**config.mk**
```make
export PLATFORM = sky130hd
export DESIGN_NAME = lobm_ctrl
export DESIGN_NICKNAME = d
export VERILOG_FILES = /design/src/rtl/lobm_pkg.sv /design/src/rtl/lobm_ctrl.sv
export VERILOG_INCLUDE_DIRS = /design/src /design/src/rtl
export SDC_FILE = /design/constraint.sdc
export NUM_CORES = 1
export LEC_CHECK = 0
export ABC_AREA = 1
export BUFFER_PORTS_ARGS = -buffer_cell sky130_fd_sc_hd__buf_2
export CAP_MARGIN = 10
export CORE_AREA = 2 2 83 85
export DETAILED_ROUTE_END_ITERATION = 8
export DIE_AREA = 0 0 85 87
export GPL_TIMING_DRIVEN = 0
export HOLD_SLACK_MARGIN = 0.08
export PLACE_DENSITY = 0.5
export SYNTH_ARGS = -nofsm -noshare
export SYNTH_HDL_FRONTEND = slang
export SYNTH_SLANG_ARGS = --single-unit
```
**constraint.sdc**
```tcl
create_clock -name clk -period 1.4 [get_ports clk]
set_clock_uncertainty 0.05 [all_clocks]
set_input_delay 0.21 -clock clk [delete_from_list [all_inputs] [get_ports clk]]
set_output_delay 0.21 -clock clk [all_outputs]
set_load 0.01 [all_outputs]
```
**src/rtl/limit_order_book_matcher_core_defines.svh**
```systemverilog
// ----------------------------------------------------------------------------
// Assertion macros for the order book matcher
// Shared property forms; each expects clk and rst in scope.
// ----------------------------------------------------------------------------
`ifndef LIMIT_ORDER_BOOK_MATCHER_CORE_DEFINES_SVH
`define LIMIT_ORDER_BOOK_MATCHER_CORE_DEFINES_SVH

// Consequent must hold in the same cycle as the antecedent.
`define LOBM_ASSERT_NOW(label, ante, cons) \
  label: assert property (@(posedge clk) disable iff (rst) (ante) |-> (cons)) \
    else $error("order book matcher check failed");

// Consequent must hold in the cycle after the antecedent.
`define LOBM_ASSERT_NEXT(label, ante, cons) \
  label: assert property (@(posedge clk) disable iff (rst) (ante) |=> (cons)) \
    else $error("order book matcher check failed");

`endif

```
**src/rtl/lobm_pkg.sv**
```systemverilog
`timescale 1ns / 1ps
// ----------------------------------------------------------------------------
// lobm_pkg
// Types and codes shared by the order book matcher modules.
// ----------------------------------------------------------------------------
package lobm_pkg;

  // One resting order slot as held in the slot memory.
  typedef struct packed {
    logic        valid;
    logic [31:0] price;
    logic [31:0] order_id;
    logic [23:0] remaining;
    logic [31:0] arrival;
  } slot_t;

  typedef enum logic [1:0] {
    SCAN_MATCH,
    SCAN_CANCEL,
    SCAN_FREE,
    SCAN_BEST
  } scan_kind_t;

  localparam logic [1:0] REC_TRADE       = 2'd0;
  localparam logic [1:0] REC_SUBMIT_DONE = 2'd1;
  localparam logic [1:0] REC_CANCEL_DONE = 2'd2;

  localparam logic [1:0] STATUS_OPEN    = 2'd0;
  localparam logic [1:0] STATUS_PARTIAL = 2'd1;
  localparam logic [1:0] STATUS_FILLED  = 2'd2;

  localparam logic CMD_SUBMIT  = 1'b0;
  localparam logic CMD_CANCEL  = 1'b1;
  localparam logic SIDE_BUY    = 1'b0;
  localparam logic SIDE_SELL   = 1'b1;
  localparam logic KIND_LIMIT  = 1'b0;
  localparam logic KIND_MARKET = 1'b1;

  // Commands from the controller to the datapath.
  typedef struct packed {
    logic       load;
    logic       scan_clear;
    scan_kind_t kind;
    logic       rd;
    logic       chk;
    logic       trade;
    logic       place;
    logic       kill;
    logic       close;
    logic       clr;
  } lobm_cmd_t;

  // Status from the datapath to the controller.
  typedef struct packed {
    logic rem_zero;
    logic rest_needed;
    logic match_go;
  } lobm_status_t;

endpackage

```
**src/rtl/lobm_ctrl.sv**
```systemverilog
`timescale 1ns / 1ps
`include "limit_order_book_matcher_core_defines.svh"
// ----------------------------------------------------------------------------
// lobm_ctrl
// Sequencer for clearing, scans, fills, placement and result handshakes.
// ----------------------------------------------------------------------------
module lobm_ctrl
  import lobm_pkg::*;
#(
  parameter int SYMBOLS    = 4,
  parameter int BOOK_DEPTH = 32,
  localparam int NUM_SLOTS = SYMBOLS * 2 * BOOK_DEPTH,
  localparam int AW        = $clog2(NUM_SLOTS),
  localparam int IW        = $clog2(2 * BOOK_DEPTH),
  localparam int NW        = $clog2(BOOK_DEPTH + 1)
) (
  input  logic          clk,
  input  logic          rst,
  input  logic          in_valid,
  output logic          in_stall,
  input  logic          in_command,
  output logic          out_valid,
  input  logic          out_stall,
  input  lobm_status_t  stat,
  output lobm_cmd_t     cmd,
  output logic [IW-1:0] scan_idx,
  output logic [IW-1:0] chk_idx,
  output logic [AW-1:0] clr_idx
);

  typedef enum logic [3:0] {
    ST_CLEAR,
    ST_IDLE,
    ST_LOOP,
    ST_SCAN,
    ST_DONE,
    ST_TRADE,
    ST_RESTCHK,
    ST_PLACE,
    ST_KILL,
    ST_CLOSE
  } state_t;

  state_t        state;
  state_t        state_next;
  scan_kind_t    scan_kind;
  scan_kind_t    kind_next;
  logic          start;
  logic          issue_on;
  logic          chk;
  logic          chk_last;
  logic [NW-1:0] n;
  logic [IW-1:0] last_idx;
  logic          out_free;

  assign out_free = !out_valid || !out_stall;
  assign in_stall = state != ST_IDLE;
  assign last_idx = (scan_kind == SCAN_BEST) ? IW'(2 * BOOK_DEPTH - 1)
                                             : IW'(BOOK_DEPTH - 1);

  always_comb begin
    state_next = state;
    kind_next  = scan_kind;
    start      = 1'b0;
    cmd        = '0;
    case (state)
      ST_CLEAR: begin
        cmd.clr = 1'b1;
        if (clr_idx == AW'(NUM_SLOTS - 1)) begin
          state_next = ST_IDLE;
        end
      end
      ST_IDLE: begin
        if (in_valid) begin
          cmd.load = 1'b1;
          if (in_command == CMD_CANCEL) begin
            start     = 1'b1;
            kind_next = SCAN_CANCEL;
          end else begin
            state_next = ST_LOOP;
          end
        end
      end
      ST_LOOP: begin
        if (stat.rem_zero || n == NW'(BOOK_DEPTH)) begin
          state_next = ST_RESTCHK;
        end else begin
          start     = 1'b1;
          kind_next = SCAN_MATCH;
        end
      end
      ST_SCAN: begin
        if (chk_last) begin
          state_next = ST_DONE;
        end
      end
      ST_DONE: begin
        case (scan_kind)
          SCAN_MATCH:  state_next = stat.match_go ? ST_TRADE : ST_RESTCHK;
          SCAN_CANCEL: state_next = ST_KILL;
          SCAN_FREE:   state_next = ST_PLACE;
          default:     state_next = ST_CLOSE;
        endcase
      end
      ST_TRADE: begin
        if (out_free) begin
          cmd.trade  = 1'b1;
          state_next = ST_LOOP;
        end
      end
      ST_RESTCHK: begin
        start     = 1'b1;
        kind_next = stat.rest_needed ? SCAN_FREE : SCAN_BEST;
      end
      ST_PLACE: begin
        cmd.place = 1'b1;
        start     = 1'b1;
        kind_next = SCAN_BEST;
      end
      ST_KILL: begin
        cmd.kill  = 1'b1;
        start     = 1'b1;
        kind_next = SCAN_BEST;
      end
      ST_CLOSE: begin
        if (out_free) begin
          cmd.close  = 1'b1;
          state_next = ST_IDLE;
        end
      end
      default: state_next = ST_IDLE;
    endcase
    if (start) begin
      state_next = ST_SCAN;
    end
    cmd.scan_clear = start;
    cmd.kind       = start ? kind_next : scan_kind;
    cmd.rd         = (state == ST_SCAN) && issue_on;
    cmd.chk        = chk;
  end

  always_ff @(posedge clk) begin
    if (rst) begin
      state     <= ST_CLEAR;
      scan_kind <= SCAN_MATCH;
      scan_idx  <= '0;
      issue_on  <= 1'b0;
      chk       <= 1'b0;
      chk_idx   <= '0;
      chk_last  <= 1'b0;
      clr_idx   <= '0;
      n         <= '0;
      out_valid <= 1'b0;
    end else begin
      state     <= state_next;
      scan_kind <= kind_next;
      chk       <= cmd.rd;
      chk_idx   <= scan_idx;
      chk_last  <= cmd.rd && (scan_idx == last_idx);
      if (cmd.clr) begin
        clr_idx <= clr_idx + AW'(1);
      end
      if (start) begin
        scan_idx <= '0;
        issue_on <= 1'b1;
      end else if (cmd.rd) begin
        if (scan_idx == last_idx) begin
          issue_on <= 1'b0;
        end else begin
          scan_idx <= scan_idx + IW'(1);
        end
      end
      if (cmd.load) begin
        n <= '0;
      end else if (cmd.trade) begin
        n <= n + NW'(1);
      end
      if (cmd.trade || cmd.close) begin
        out_valid <= 1'b1;
      end else if (!out_stall) begin
        out_valid <= 1'b0;
      end
    end
  end

  `LOBM_ASSERT_NEXT(a_scan_entered, start, state == ST_SCAN)
  `LOBM_ASSERT_NOW(a_no_load_when_held, out_valid && out_stall, !(cmd.trade || cmd.close))
  `LOBM_ASSERT_NEXT(a_load_presents, cmd.trade || cmd.close, out_valid)
  `LOBM_ASSERT_NOW(a_trade_bound, cmd.trade, n < NW'(BOOK_DEPTH))

endmodule
```
==> metrics <==
Syn-to-layout area delta 59.0%; crit end category output port; synthesized cell area 1890 µm²; Critical Path Max Stage Delay 0.39 ns; Max-cap violations 0; remaining antenna violation count 0; Iteration-0 DRC Markers 69; Peak Freq 569 MHz; clk buf depth 2; VDD IR max 0.765 mV; Critical Path Fanout Max 4; die width 85 µm; clock sink total 36; TritonCTS clock tree built; Slew HR 57.7%; outcome finished, violations left; Critical Path Most Common Cell nor2_4; setup ws final -0.357 ns; row cnt 30; Synth Register Bits 36; WS Path Type flip-flop to output port; CTS buffer count 5; Tmin final 1.76 ns; Avg Cell Area, Syn 7.15 µm²; Critical Path AT 1.50 ns; post-place setup slack -0.285 ns; Startpoint Class flip-flop; first-pass GRT wire length 8380 µm; gr usage total 14.2%; crit-path cells inv_4 > nor2_4 > nand2_4 > nor2_4 > nor2_4 > nand2_4 > inv_4 > nand2_2 > nand2_1 > buf_2; Die H 87 µm; number of iterations in the first detailed-routing pass 4; Final Hold Viols 0; Cell Area, Placed 2190 µm²; sequential share of the synthesized area 38.2%; setup TNS -4.64 ns; layout cell share with drive strength beyond 1 51.6%; pwr/cell area 1670 nW/µm²; Final Hold Slack 0.295 ns; gpl congestion 0.821; largest net degree at the start of global routing 13; CP max-delay cell dfxtp_4; Via density 4.48; number of remaining DRC errors 0; failing checks negative setup slack; aggregate global routing overflow 0; # setup viols final 30; DRT Wirelength 5070 µm; total number of vias 1911; unique cell type count in the Yosys netlist 31; H-Tree Depth 2; vias in the first global route 1787; clk_lat worst skew 0.30 ns; port bufs 39; drt wl/cell 11.9 µm; YS warnings 0; antenna violations before repair 0; placed wire-length estimate 3290 µm; clock root buffer clkbuf_8; Synth Instances 264; Syn Nets 276; Die Area 7400 µm²; hold crit path type primary input to flip-flop; Final Instance Area 3000 µm²; Slew Viols, Final 0; initial core utilization 28.7%; leakage 1.30 nW; setup repair after global routing missed its margin true; antenna cells 0; Tcrit/Tclk final 125%; Slew @ Worst Pin 0.634 ns; Clk pin slew, worst setup/hold paths 0.08 ns; layout net count 358; CTS Hold Bufs 0; I/O pin cnt 41; Crit path required time 1.14 ns; Core Area 6570 µm²
==> where the power goes <==
part / leakage [nW] / internal [mW] / total (mW) / switching [mW]
Sequential: 0.299 / 1.17 / 1.34 / 0.176
Combinational: 0.942 / 1.29 / 2.72 / 1.43
Clock: 0.0541 / 0.527 / 0.930 / 0.403
Total: 1.30 / 2.98 / 4.99 / 2.01
==> timing repair <==
action / 4_1_cts / 5_1_grt
setup endpoints to repair: 35 / 34
setup buffers: 28 / 12
resized for setup: 73 / 49
pin swaps: 22 / 22
==> cells in the final DEF, fill, tap and decap left out, types with 8 or more instances in the layout <==
cell type and count:
a21oi_1 12, a21oi_2 9, buf_2 33, buf_4 25
buf_6 18, dfxtp_1 23, inv_1 31, nand2_1 40
nand2_2 12, nand3_1 8, nor2_1 26, nor2_4 12
==> per-layer routing <==
layer	up-vias	wire [µm]	GRT usage, %
met5	-	0	0
met4	0	76	5.34
met3	6	140	3.03
met2	24	2610	23.9
met1	879	2250	17.9
li1	1002	-	-
==> area by class of cell <==
type                            count  area (µm²)
Tap cell                           80         100
Inverter                           42         185
Multi-Input combinational cell    182        1270
Clock buffer                        5        68.8
Buffer                              4        26.3
Fill cell                         665        3570
Timing Repair Buffer               75         552
Clock inverter                      3        42.5
Sequential cell                    36         752
==> cell families (layout without fill, tap and decap cells) <==
group | count (synthesis) | after routing | share of synthesized area (%)
adder cells (fa/ha/maj) | 4 | 4 | 2.65
AND/OR/NAND/NOR | 137 | 137 | 36.9
flip-flops | 36 | 36 | 38.2
buffers and inverters | 46 | 129 | 9.81
XOR/XNOR | 4 | 4 | 1.86
AO/OA/AOI/OAI | 37 | 37 | 10.6
==> path summary, 6_finish.rpt <==
| check | startpoint | to | cells after the start | slack [ns] |
|---|---|---|---|---|
| setup / recovery | state[0] | cmd[7] | 10 | -0.36 |
| hold / removal | out_stall | out_valid | 5 | 0.29 |
| setup reg to reg | state[2] | clr_idx[6] | 11 | -0.22 |
| hold reg to reg | n[5] | n[5] | 2 | 0.42 |
==> sequential cells by signal (all words and copies together), names as in the netlist <==
signal / flops
state: 4
scan_kind: 2
clr_idx: 8
chk_idx: 6
out_valid: 1
scan_idx: 6
issue_on: 1
chk_last: 1
n: 6
chk: 1
==> worst max-delay path, delay by kind of cell (launching register included) <==
kind | cells | cell delay, ns
AND/OR/NAND/NOR | 7 | 0.57
buffers and inverters | 3 | 0.24
flip-flops | 1 | 0.39
==> synth_stat cells (all sizes together) <==
cell	number	area share, %
a211oi	1	0.40
a21oi	21	6.0
buf	2	0.80
clkbuf	2	0.40
clkinv	1	0.20
dfxtp	36	38
ha	4	2.7
inv	41	8.4
nand2	61	14
nand3	14	5.2
nand3b	2	0.80
nand4	3	0.99
nor2	45	12
nor3	9	2.9
nor3b	3	1.2
o21a	1	0.40
o21ai	13	3.4
o21bai	1	0.40
xor2	4	1.9
==> through the flow <==
stage / util (%) / instances / power [mW]
after floorplan: - / 264 / 2.41
after global placement: 33.4 / 383 / 2.80
after detailed placement: 33.4 / 383 / 2.80
after CTS: 42.2 / 418 / 4.58
after global routing: 45.7 / 427 / 5.34
final: 45.7 / 427 / 4.99
Power figures use the tool's default switching activity.
